==> config.mk <==
export PLATFORM = sky130hd
export DESIGN_NAME = line_path_stepper
export DESIGN_NICKNAME = d
export VERILOG_FILES = /design/src/sv/lps_pkg.sv /design/src/sv/lps_in_stage.sv /design/src/sv/lps_walker.sv /design/src/sv/line_path_stepper.sv
export SDC_FILE = /design/constraint.sdc
export NUM_CORES = 1
export LEC_CHECK = 0
export ABC_AREA = 0
export BUFFER_PORTS_ARGS = -buffer_cell sky130_fd_sc_hd__buf_4
export CORE_ASPECT_RATIO = 1.25
export CORE_MARGIN = 10
export CORE_UTILIZATION = 50
export DETAILED_ROUTE_END_ITERATION = 6
export GPL_ROUTABILITY_DRIVEN = 1
export HOLD_SLACK_MARGIN = 0.08
export PLACE_DENSITY = 0.79
export SLEW_MARGIN = 5
export SYNTH_ARGS = -nofsm -noshare
export SYNTH_HDL_FRONTEND = slang
export SYNTH_SLANG_ARGS = --single-unit
==> constraint.sdc <==
create_clock -name aclk -period 7.05 [get_ports aclk]
set_input_delay 0.3525 -clock aclk [delete_from_list [all_inputs] [get_ports aclk]]
set_output_delay 0.3525 -clock aclk [all_outputs]
set_load 0.05 [all_outputs]
==> src/sv/lps_pkg.sv <==
`default_nettype none

package lps_pkg;

    // Width of every coordinate field on the ports.
    localparam int unsigned FIELD_BITS = 16;

    typedef enum logic [1:0] {
        MODE_START = 2'd0,
        MODE_TICK  = 2'd1,
        MODE_STOP  = 2'd2
    } mode_t;

    typedef struct packed {
        logic [FIELD_BITS-1:0] target_y;
        logic [FIELD_BITS-1:0] target_x;
        logic [FIELD_BITS-1:0] start_y;
        logic [FIELD_BITS-1:0] start_x;
        logic [1:0]            mode;
    } item_t;

    typedef struct packed {
        logic                  arrived;
        logic                  moved;
        logic [FIELD_BITS-1:0] pos_y;
        logic [FIELD_BITS-1:0] pos_x;
    } result_t;

endpackage

`default_nettype wire

==> src/sv/lps_in_stage.sv <==
`default_nettype none

module lps_in_stage (
    input  wire logic          aclk,
    input  wire logic          aresetn,
    input  wire logic          in_valid,
    output logic               in_ready,
    input  wire lps_pkg::item_t in_item,
    output logic               item_valid,
    input  wire logic          item_take,
    output lps_pkg::item_t     item
);

    logic           valid_reg;
    logic           valid_next;
    lps_pkg::item_t item_reg;

    // The held request leaves in the same cycle a new one may enter.
    assign in_ready   = !valid_reg || item_take;
    assign valid_next = (in_valid && in_ready) || (valid_reg && !item_take);

    always_ff @(posedge aclk) begin
        if (!aresetn) begin
            valid_reg <= 1'b0;
        end else begin
            valid_reg <= valid_next;
        end
    end

    always_ff @(posedge aclk) begin
        if (in_valid && in_ready) begin
            item_reg <= in_item;
        end
    end

    assign item_valid = valid_reg;
    assign item       = item_reg;

endmodule

`default_nettype wire

==> src/sv/lps_walker.sv <==
`default_nettype none

module lps_walker #(
    parameter int unsigned COORD_BITS = 16
) (
    input  wire logic           aclk,
    input  wire logic           aresetn,
    input  wire logic           step_en,
    input  wire lps_pkg::item_t item,
    output lps_pkg::result_t    result
);

    localparam int unsigned ERR_BITS = COORD_BITS + 2;

    logic [COORD_BITS-1:0] cur_x_reg, cur_y_reg, goal_x_reg, goal_y_reg;
    logic [COORD_BITS-1:0] delta_x_reg, delta_y_reg;
    logic                  x_down_reg, y_down_reg, x_major_reg, active_reg;
    logic [ERR_BITS-1:0]   err_reg;

    logic [COORD_BITS-1:0] cur_x_next, cur_y_next, goal_x_next, goal_y_next;
    logic [COORD_BITS-1:0] delta_x_next, delta_y_next;
    logic                  x_down_next, y_down_next, x_major_next, active_next;
    logic [ERR_BITS-1:0]   err_next;

    logic [COORD_BITS-1:0] sx, sy, tx, ty, dx, dy;
    logic [COORD_BITS-1:0] maj_d, min_d;
    logic [ERR_BITS-1:0]   err_sum, maj_twice;
    logic                  minor_step;
    logic [COORD_BITS-1:0] x_stepped, y_stepped;
    logic                  moved;

    always_comb begin
        sx = COORD_BITS'(item.start_x);
        sy = COORD_BITS'(item.start_y);
        tx = COORD_BITS'(item.target_x);
        ty = COORD_BITS'(item.target_y);
        dx = (sx >= tx) ? (sx - tx) : (tx - sx);
        dy = (sy >= ty) ? (sy - ty) : (ty - sy);

        // Error update for a tick: add twice the minor delta and take the
        // minor step when the sum passes twice the major delta.
        maj_d      = x_major_reg ? delta_x_reg : delta_y_reg;
        min_d      = x_major_reg ? delta_y_reg : delta_x_reg;
        err_sum    = err_reg + {1'b0, min_d, 1'b0};
        maj_twice  = {1'b0, maj_d, 1'b0};
        minor_step = err_sum > maj_twice;
        x_stepped  = x_down_reg ? (cur_x_reg - COORD_BITS'(1)) : (cur_x_reg + COORD_BITS'(1));
        y_stepped  = y_down_reg ? (cur_y_reg - COORD_BITS'(1)) : (cur_y_reg + COORD_BITS'(1));
    end

    always_comb begin
        cur_x_next   = cur_x_reg;
        cur_y_next   = cur_y_reg;
        goal_x_next  = goal_x_reg;
        goal_y_next  = goal_y_reg;
        delta_x_next = delta_x_reg;
        delta_y_next = delta_y_reg;
        x_down_next  = x_down_reg;
        y_down_next  = y_down_reg;
        x_major_next = x_major_reg;
        err_next     = err_reg;
        active_next  = active_reg;
        moved        = 1'b0;

        unique case (item.mode)
            lps_pkg::MODE_START: begin
                cur_x_next   = sx;
                cur_y_next   = sy;
                goal_x_next  = tx;
                goal_y_next  = ty;
                delta_x_next = dx;
                delta_y_next = dy;
                x_down_next  = !(sx < tx);
                y_down_next  = !(sy < ty);
                x_major_next = dx >= dy;
                err_next     = ERR_BITS'((dx >= dy) ? dx : dy);
                active_next  = !((sx == tx) && (sy == ty));
            end
            lps_pkg::MODE_TICK: begin
                if (active_reg && !((cur_x_reg == goal_x_reg) && (cur_y_reg == goal_y_reg))) begin
                    moved    = 1'b1;
                    err_next = minor_step ? (err_sum - maj_twice) : err_sum;
                    if (x_major_reg || minor_step) begin
                        cur_x_next = x_stepped;
                    end
                    if (!x_major_reg || minor_step) begin
                        cur_y_next = y_stepped;
                    end
                end
                if ((cur_x_next == goal_x_reg) && (cur_y_next == goal_y_reg)) begin
                    active_next = 1'b0;
                end
            end
            lps_pkg::MODE_STOP: begin
                active_next = 1'b0;
            end
            default: begin
            end
        endcase

        result.pos_x   = lps_pkg::FIELD_BITS'(cur_x_next);
        result.pos_y   = lps_pkg::FIELD_BITS'(cur_y_next);
        result.moved   = moved;
        result.arrived = (cur_x_next == goal_x_next) && (cur_y_next == goal_y_next);
    end

    always_ff @(posedge aclk) begin
        if (!aresetn) begin
            cur_x_reg   <= '0;
            cur_y_reg   <= '0;
            goal_x_reg  <= '0;
            goal_y_reg  <= '0;
            delta_x_reg <= '0;
            delta_y_reg <= '0;
            x_down_reg  <= 1'b0;
            y_down_reg  <= 1'b0;
            x_major_reg <= 1'b1;
            err_reg     <= '0;
            active_reg  <= 1'b0;
        end else if (step_en) begin
            cur_x_reg   <= cur_x_next;
            cur_y_reg   <= cur_y_next;
            goal_x_reg  <= goal_x_next;
            goal_y_reg  <= goal_y_next;
            delta_x_reg <= delta_x_next;
            delta_y_reg <= delta_y_next;
            x_down_reg  <= x_down_next;
            y_down_reg  <= y_down_next;
            x_major_reg <= x_major_next;
            err_reg     <= err_next;
            active_reg  <= active_next;
        end
    end

endmodule

`default_nettype wire

==> src/sv/line_path_stepper.sv <==
// Line path stepper: moves a point along a Bresenham line, one grid step per
// tick request.
// Input channel (s_): tuser carries the mode (start, tick, stop); tdata
// carries the start and target points, which only a start request uses.
// Result channel (m_): one result per request with the position after it,
// whether the request moved the point, and whether the point is on target.
// A request accepted into the input register is processed into the result
// register when that is free or emptying, and its result then shows on m_tvalid.
// Throughput: one request per cycle while m_tready stays high. Each request is
// one add, compare and subtract on the walker state, done combinationally
// between the input register and the result register.
// Reset (aresetn low, synchronous) puts the point at the origin, idle, and
// empties both registers.
// When the receiver holds m_tready low, the result register keeps its value
// and s_tready drops once the input register holds a request.
`default_nettype none

module line_path_stepper #(
    parameter int unsigned COORD_BITS = 16
) (
    input  wire logic        aclk,
    input  wire logic        aresetn,
    input  wire logic        s_tvalid,
    output logic             s_tready,
    input  wire logic [63:0] s_tdata,   // start_x, start_y, target_x, target_y
    input  wire logic [1:0]  s_tuser,   // mode
    output logic             m_tvalid,
    input  wire logic        m_tready,
    output logic [39:0]      m_tdata    // pos_x, pos_y, moved, arrived, zero pad
);

    lps_pkg::item_t   in_item;
    lps_pkg::item_t   item;
    lps_pkg::result_t result;
    lps_pkg::result_t out_reg;
    logic             out_valid_reg;
    logic             out_valid_next;
    logic             item_valid;
    logic             advance;

    assign in_item = {s_tdata, s_tuser};

    lps_in_stage u_in_stage (
        .aclk       (aclk),
        .aresetn    (aresetn),
        .in_valid   (s_tvalid),
        .in_ready   (s_tready),
        .in_item    (in_item),
        .item_valid (item_valid),
        .item_take  (advance),
        .item       (item)
    );

    // A request is processed when the result register is free or emptying.
    assign advance        = item_valid && (!out_valid_reg || m_tready);
    assign out_valid_next = advance || (out_valid_reg && !m_tready);

    lps_walker #(
        .COORD_BITS (COORD_BITS)
    ) u_walker (
        .aclk    (aclk),
        .aresetn (aresetn),
        .step_en (advance),
        .item    (item),
        .result  (result)
    );

    always_ff @(posedge aclk) begin
        if (!aresetn) begin
            out_valid_reg <= 1'b0;
        end else begin
            out_valid_reg <= out_valid_next;
        end
    end

    always_ff @(posedge aclk) begin
        if (advance) begin
            out_reg <= result;
        end
    end

    assign m_tvalid = out_valid_reg;
    assign m_tdata  = {6'd0, out_reg};

endmodule

`default_nettype wire

### Yosys cells after proc, flatten, opt, wreduce, memory -nomap -nowiden

Index checks and enable logic that the tools add are counted.

* input bits: 70
* word-level logic and storage cells: 103
* output and inout port bits: 42
* bits in registers: 220

* multiplexer cells: 23
* $lt $le $gt $ge: 6
* $add $sub $neg: 10
* reduce and logical (&&, ||, !) cells: 30
* equality and inequality tests: 12

Operators with widths (number)
* 16-bit two-way mux: 15
* 16-bit == test: 8
* 16-bit one-hot mux with 2 select lines: 2
* 16-bit subtractor: 4
* 16-bit greater-or-equal comparator: 3
* 18-bit two-way mux: 2
* 18-bit one-hot mux with 2 select lines: 1
* 16-bit by 1-bit adder with 16-bit output, second input constant: 2
* 16-bit < comparator: 2
* 16-bit by 1-bit subtractor with 16-bit output, second input constant: 2
* 18-bit by 17-bit adder with 18-bit output: 1
* 18-bit by 17-bit greater-than comparator with 1-bit output: 1
* 18-bit by 17-bit subtractor with 18-bit output: 1
* 1-bit logical AND: 9
* 1-bit zero test: 9
* 1-bit logical OR: 6
* 3-bit AND reduction: 2
* 2-bit by 1-bit inequality test with 1-bit output, second input constant: 2
* 1-bit one-hot mux with 3 select lines: 1
* 3-bit nonzero test: 1
* 2-bit by 1-bit == test with 1-bit output, second input constant: 1
* 2-bit == test, second input constant: 1
* 2-bit zero test: 1
* 1-bit two-way mux: 2
* other kinds (2): 2

### Logic depth before layout (Yosys ltp)

Gate-level depths: netlist of the first run.

* word-level depth: 11
* mapped depth: 33
* mapped depth without buffers: 27

### Modules after synthesis

A second synthesis of the first run with hierarchy kept.

* cells, all modules: 2067
* area total of the unflattened synthesis: 17621.9 um^2

Modules (own cells, without submodules)
* lps_walker: cells each 1951, instances 1, area each 14465.1 um^2, seq. area each 2362.3 um^2
* lps_in_stage: cells each 71, instances 1, area each 2039.5 um^2, seq. area each 2001.9 um^2
* line_path_stepper: cells each 45, instances 1, area each 1117.3 um^2, seq. area each 1041.0 um^2

### Worst setup path after synthesis of the first run

Ideal clock, no wire load.

* kind: flip-flop to flip-flop
* start: register u_walker.x_major_reg
* end: register u_walker.active_reg
* cell stages (with the launch flop): 33
* data arrival time: 7673 ps
* setup slack: -691 ps
* period minus slack after synthesis: 7741 ps
* buffers on the path: 5
* setup time: 67 ps
* required time: 6983 ps
* path through: dfxtp_1 clkbuf_1 clkbuf_1 buf_1 buf_1 mux2_2 ha_1 a21o_1 a21oi_1 o21bai_1 a21o_1 a21oi_1 o21ai_0 o41ai_1 o21ai_0 a21o_1 a21oi_1 xnor2_1 ha_1 nand3_1 nor2_1 inv_1 a211oi_1 a211oi_2 buf_6 o211a_1 nor2_1 mux2_2 xor2_1 or4_1 or4_4 a221o_1 a21oi_2

* longest elaborated chain between the ends: 11
* elaborated cells on any way between the ends: 18
* those cells by class: add/sub: 1; order compare: 1; eq/ne: 3; mux: 8; reduce/logical: 5

Ends and longest elaborated chain
* start: declaration: line lps_walker.sv:17 `logic x_down_reg, y_down_reg, x_major_reg, active_reg;`
* start signal: assignment: line lps_walker.sv:129 `x_major_reg <= x_major_next;`
* 16-bit two-way mux: line lps_walker.sv:43 `min_d = x_major_reg ? delta_y_reg : delta_x_reg;`
* 18-bit by 17-bit adder with 18-bit output: line lps_walker.sv:44 `err_sum = err_reg + {1'b0, min_d, 1'b0};`
* 18-bit by 17-bit greater-than comparator with 1-bit output: line lps_walker.sv:46 `minor_step = err_sum > maj_twice;`
* 1-bit logical OR, on equally long branches: line lps_walker.sv:83, lps_walker.sv:86
* 16-bit two-way mux, on equally long branches: line lps_walker.sv:83, lps_walker.sv:86
* 16-bit two-way mux: line lps_walker.sv:80 `if (active_reg && !((cur_x_reg == goal_x_reg) && (cur_y_reg == goal_y_reg))) begin`
* 16-bit two-way mux: line lps_walker.sv:65 `unique case (item.mode)`
* 16-bit == test: line lps_walker.sv:90 `if ((cur_x_next == goal_x_reg) && (cur_y_next == goal_y_reg)) begin`
* 1-bit logical AND (*): line lps_walker.sv:90
* 2-bit by 1-bit inequality test with 1-bit output (no line) (*)
* 3-bit AND reduction (no line) (*)
* end signal: assignment: line lps_walker.sv:131 `active_reg <= active_next;`
* end: declaration: line lps_walker.sv:17

Every way passes the cells marked *; elsewhere a longest branch is shown, timed or not. The select of a mux whose other input is x is not followed.
A chain may end at the register's enable or synchronous reset.

### Final worst setup path of the first run

Same ends and word-level chain as after synthesis.

==> results of run 1 <==
routing by layer:
layer	global-route usage, %	wire (um)	up-vias
li1	-	-	8252
met1	37.3	27700	8705
met2	56.7	35900	979
met3	4.91	5510	272
met4	23.9	6330	0
met5	0	0	-
synth_stat cells, drive strengths merged (6+ instances only):
library cell	count
o221ai	10
nand2	232
o211a	6
o21a	22
dfxtp	120
a2bb2oi	6
o2111ai	14
mux2	29
a31oi	24
mux2i	62
nor3	50
o22ai	14
xnor2	96
nand4	26
a222oi	6
o31ai	10
nand2b	27
a21oi	193
a41oi	6
nor2	159
a221oi	9
nand3	48
and3	12
inv	143
edfxtp	100
a2111oi	8
buf	21
a221o	6
ha	141
o21ai	98
a22oi	20
o21bai	19
xor2	49
a21o	59
clkbuf	99
o211ai	29
or3	9
nor4	14
a211oi	60
a21boi	9
or4	6
nor2b	15
and2	7
fa	8
kinds of logic after synthesis:
group                    synth area share, %
flip-flops                              30.0
multiplexers                            5.26
AND/OR/NAND/NOR                         15.9
AO/OA/AOI/OAI                           25.0
XOR/XNOR                                7.19
other                                 0.0208
adder cells (fa/ha/maj)                 10.8
buffers and inverters                   5.80
final cells by class:
type | count | share of cell area, %
antenna | 1 | 0.0118
clock buffer | 32 | 3.22
clock inverter | 14 | 0.786
inverter | 143 | 2.54
multi-input combinational | 1689 | 55.2
sequential | 220 | 25.5
tap | 474 | 2.80
timing repair buffer | 254 | 9.85
worst reg2reg max path: cells and delay by family, from the launching register on:
kind            cells  cell delay (ps)
compound gates     15             2950
xor+xnor            2              300
fa+ha+maj           2              600
buf+inv             2              270
flops               1              370
mux                 1              350
simple gates        6             1970
worst max-delay path by stage:
| stage | startpoint | to | slack (ps) |
|---|---|---|---|
| after floorplan | u_walker.x_major_reg | u_walker.active_reg | 20 |
| after global placement | u_walker.x_major_reg | u_walker.active_reg | 40 |
| after detailed placement | u_walker.x_major_reg | u_walker.active_reg | -70 |
| after CTS | u_walker.x_major_reg | u_walker.active_reg | 40 |
| after global routing | u_walker.x_major_reg | u_walker.active_reg | -70 |
| final | u_walker.x_major_reg | u_walker.active_reg | 150 |
layout by cell type (no fill, tap or decap), drive strengths merged, types with 96 or more instances in the layout:
cell and instances:
a21oi 193, dfxtp 120, inv 145, edfxtp 100, buf 187, xnor2 96
nand2 232, ha 141, o21ai 98, nor2 159
power groups by stage:
stage	clock [mW]	combinational [mW]	sequential (mW)
6_report	1.39	1.75	1.49
5_1_grt	1.45	1.87	1.50
4_1_cts	1.39	1.66	1.49
3_5_place_dp	0	1.62	1.52
3_3_place_gp	0	1.60	1.51
2_1_floorplan	0	1.07	1.51
what timing repair did:
action                     in CTS  in global routing
setup endpoints to repair       1                  2
gates resized for setup         1                 21
hold buffers                   67                  0
pin swaps                       1                 12
hold endpoints to repair       67                  0
cloned                          0                  0
setup buffers                   0                  4
==> results.toml, run 1 <==
[logic_synthesis]
synth_area_leaders = "edfxtp_1, dfxtp_1, ha_1"
netlist_instances = 2167
synthArstFlopShare_pct = 0
ys_seq_area_share_pct = 30.0
synth_area_leader_cell = "edfxtp_1"
synth_ff_type = "dfxtp_1"
yosysWarningCount = 0
syn-cell-area_um2 = 18000
ys_seq_elements = 220
synth_edf_count = 100
netlist.area_leader.share_pct = 16.7
synth_cell_type_count = 90
syn_area_per_cell_um2 = 8.31

[die]
io_pins = 112
die_h_um = 232
core_area_um2 = 35500
start_util_pct = 50.8
row_count = 77
dieArea_um2 = 44000
die_w_um = 190

[global_route]
grt_first_pass_wirelength_um = 112000
overflow = 0
grt_usage_pct = 33.2
grt_max_degree = 67
antenna_found_initial = 0
grt_pass1_vias = 17868

[critical_path]
r2r_cells = 28
critPathRequiredTime_ps = 7540
path_class = "reg -> reg"
cp_top_family = "compound AO/OA/AOI/OAI gates"
startpoint_type = "flop"
crit_buf_inv = 2
r2r_slack_ps = 150
slowest_stage = "or4_1"
r2r_start = "u_walker.x_major_reg"
cp-end-kind = "flop"
worstPathArrival_ps = 7380
critPathMaxFanout = 6
worst_path_most_repeated_cell = "a21oi_2"
crit_path_max_incr_delay_ps = 530
crit_cells = 28
timing.rr.end = "u_walker.active_reg"

[layout]
layoutNonFillerInstCount = 2827
area_delta_synth_final_pct = 17.6
finalNetCount = 2552
layout-drive-gt1-share_pct = 12.9
largest_reg_flops = 66
utilization_pct = 59.7
design_area_um2 = 21200
seq_area_um2 = 5410
n_fill_cell = 3118
multi_input_comb_area_um2 = 11700

[pwr]
ir_worst_vdd_mv = 0.199
swShare_pct = 38.2
finalPower_mw = 4.63
p_leak_nw = 9.07
power_density_nw_per_um2 = 219
pwr-share-seq_pct = 32.3
p_clk_share_pct = 30.0
p_int_mw = 2.86
combPwrFrac_pct = 37.7
p_sw_mw = 1.77

[sta]
tightest_slew_ps = 1170
slew_violations = 0
min_period_ps = 6900
timing.final.crit_share_pct = 97.8
hold_violations = 0
finClkSkew_ps = 16.6
slew_headroom_pct = 21.7
worst_hold_slack_ps = 124
setup_slack_ps = 154
max_freq_mhz = 145
setup_tns_ps = 0
finalSetupViolCount = 0

[hold_path]
min_from = "m_tready"
hold_end = "m_tvalid"
hold_path_depth = 4
hp-class = "in -> reg"

[drt]
first_pass_iters = 6
drc = 0
vias = 18208
drt_iter0_markers = 1593
post_drt_wl_per_cell_um = 26.7
via_per_inst = 6.44
ant_nets = 0
drt_wl_total_um = 75400

[clock_tree]
clkLatencyLatePin_ps = 570
cts_tree = "yes"
clk_pin_slew_ps = 70
clockBufferDepth = 3
cts-buffers-inserted = 25
cts_sinks = 220
clockRootBuffer = "clkbuf_16"
cts_max_level = 1

[place]
port_buffers = 105
place_hpwl_um = 57500
place_inst = 2709
placed_cell_area_um2 = 19500
place_congestion = 1.06
dp_slack_ps = -66.8

[outcome]
outcome = "finished, final reports clean"

[run]
cap_violations = 0
No activity file was read; power rests on OpenSTA's default activity.
==> run 2: changes to the inputs <==
--- a/config.mk
+++ b/config.mk
@@ -6,7 +6,7 @@
 export NUM_CORES = 1
 export LEC_CHECK = 0
 export ABC_AREA = 0
-export BUFFER_PORTS_ARGS = -buffer_cell sky130_fd_sc_hd__buf_4
+export BUFFER_PORTS_ARGS = -buffer_cell sky130_fd_sc_hd__buf_2
 export CORE_ASPECT_RATIO = 1.25
 export CORE_MARGIN = 10
 export CORE_UTILIZATION = 50
@@ -14,7 +14,8 @@
 export GPL_ROUTABILITY_DRIVEN = 1
 export HOLD_SLACK_MARGIN = 0.08
 export PLACE_DENSITY = 0.79
-export SLEW_MARGIN = 5
+export RECOVER_POWER = 50
+export SLEW_MARGIN = 20
 export SYNTH_ARGS = -nofsm -noshare
 export SYNTH_HDL_FRONTEND = slang
 export SYNTH_SLANG_ARGS = --single-unit
==> run 2 against run 1 <==
Against the previous run: the flow now finishes with violations (max-capacitance violations, max-slew violations); critical endpoint unchanged; cell count fell by 0.14%; first-iteration DRC count grew 21%; sequential cell count is the same; power about the same.
==> results.toml, run 2 (synthesis gave the netlist of run 1 again) <==
[outcome]
outcome = "complete, but fails checks"
violations = "max-capacitance violations, max-slew violations"

[pwr]
p_int_mw = 2.86
p_sw_mw = 1.78
combPwrFrac_pct = 36.5
pwr-share-seq_pct = 32.3
p_clk_share_pct = 31.2
power_density_nw_per_um2 = 222
p_leak_nw = 8.86
ir_worst_vdd_mv = 0.264
swShare_pct = 38.3

[critical_path]
worst_path_most_repeated_cell = "a21oi_2"
critPathMaxFanout = 6
timing.rr.end = "u_walker.active_reg"
r2r_slack_ps = 250
crit_path_max_incr_delay_ps = 550
r2r_start = "u_walker.x_major_reg"
path_class = "reg -> reg"
startpoint_type = "flop"
cp-end-kind = "flop"
r2r_cells = 29
slowest_stage = "or4_1"
critPathRequiredTime_ps = 7570
worstPathArrival_ps = 7320

[sta]
min_period_ps = 6800
max_freq_mhz = 147
slew_headroom_pct = -162
hold_violations = 0
setup_slack_ps = 250
tightest_slew_ps = 3940
finalSetupViolCount = 0
finClkSkew_ps = 30.4
slew_violations = 177
timing.final.crit_share_pct = 96.4
worst_hold_slack_ps = 91.9

[hold_path]
hp-class = "in -> reg"
hold_path_depth = 4
hold_end = "m_tvalid"
min_from = "m_tready"

[place]
place_hpwl_um = 56200
place_congestion = 1.09
placed_cell_area_um2 = 19200
dp_slack_ps = -109
place_inst = 2701
port_buffers = 105

[drt]
drc = 0
via_per_inst = 6.47
ant_nets = 0
post_drt_wl_per_cell_um = 26.1
drt_iter0_markers = 1926
first_pass_iters = 6
vias = 18251
drt_wl_total_um = 73700

[clock_tree]
clockBufferDepth = 3
cts_max_level = 1
cts_tree = "yes"
cts_sinks = 220
clockRootBuffer = "clkbuf_16"
clk_pin_slew_ps = 70
cts-buffers-inserted = 26
clkLatencyLatePin_ps = 590

[layout]
largest_reg_flops = 66
design_area_um2 = 20900
final_common_cell = "nand2_1"
area_delta_synth_final_pct = 15.8
final_cell_mix = "nand2_1, a21oi_1, nor2_1, inv_1, ha_1"
layout-drive-gt1-share_pct = 10.7
n_fill_cell = 3222
finalNetCount = 2545
layoutNonFillerInstCount = 2823

[global_route]
grt_max_degree = 77
grt_pass1_vias = 17947
grt_usage_pct = 32.3
grt_first_pass_wirelength_um = 110000
antenna_found_initial = 3
overflow = 0

[die]
die_h_um = 232
core_area_um2 = 35500
row_count = 77
die_w_um = 190
dieArea_um2 = 44000
io_pins = 112
start_util_pct = 50.8

[run]
cap_violations = 4
[run 2: changes by cell type in the layout (fill, tap and decap cells not counted), sizes merged]
cell / delta
clkinv: +8
inv: -2
clkinvlp: -4
clkbuf: +51
buf: -59
diode: +2
[run 2: area by class of cell]
class	count	area [um2]	area share (%)
Inverter	143	538	2.58
Sequential cell	220	5410	25.9
Timing Repair Buffer	246	1700	8.15
Tap cell	474	593	2.84
Clock inverter	16	214	1.03
Multi-Input combinational cell	1689	11700	56.1
Clock buffer	32	693	3.32
Antenna cell	3	7.51	0.0360
[run 2: worst max path at each step]
stage	startpoint	to	slack (ps)	cells after the start
2_1_floorplan	u_walker.x_major_reg	u_walker.active_reg	20	32
3_3_place_gp	u_walker.x_major_reg	u_walker.active_reg	20	27
3_5_place_dp	u_walker.x_major_reg	u_walker.active_reg	-110	27
4_1_cts	u_walker.x_major_reg	u_walker.active_reg	60	28
5_1_grt	u_walker.x_major_reg	u_walker.active_reg	-60	29
6_report	u_walker.x_major_reg	u_walker.active_reg	250	29
[run 2: repair_timing]
action	4_1_cts	5_1_grt
endpoints found under the hold margin	67	0
resized for setup	3	16
setup buffers	0	4
hold buffers	67	0
pin swaps	2	12
endpoints found under the setup margin	1	2
[run 2: routing by layer]
metal | wire length (um) | share of wire [%] | global-route usage (%) | up-vias
li1 | - | - | - | 8228
met2 | 35100 | 48 | 55.3 | 1069
met4 | 6290 | 8.5 | 23.6 | 2
met3 | 5770 | 7.8 | 5.44 | 320
met5 | 13 | 0.018 | 0 | -
met1 | 26500 | 36 | 35.5 | 8632
[run 2: worst max-delay path: cells and delay by family (launching register included)]
kind                       cells  cell delay [ps]
DFF                            1              380
and+or+nand+nor                6             1970
buffers and inverters          3              420
xor gates and xnor gates       2              290
muxes                          1              320
adders and majority gates      2              650
AOI/OAI and AO/OA             15             2700
[run 2: per-stage QoR]
stage               utilization (%)  power (mW)  TNS [ps]
finish                         58.8        4.63         0
floorplan                         -        2.58         0
detailed placement             54.2        3.11      -109
CTS                            58.7        4.57         0
global route                   58.8        4.81     -61.6
global placement               54.2        3.09         0
[run 2: power by group through the flow]
stage / sequential [mW] / combinational (mW) / clock, mW
after global placement: 1.52 / 1.57 / 0
after CTS: 1.49 / 1.63 / 1.45
final: 1.50 / 1.69 / 1.45
after floorplan: 1.51 / 1.07 / 0
after global routing: 1.50 / 1.81 / 1.51
after detailed placement: 1.52 / 1.59 / 0
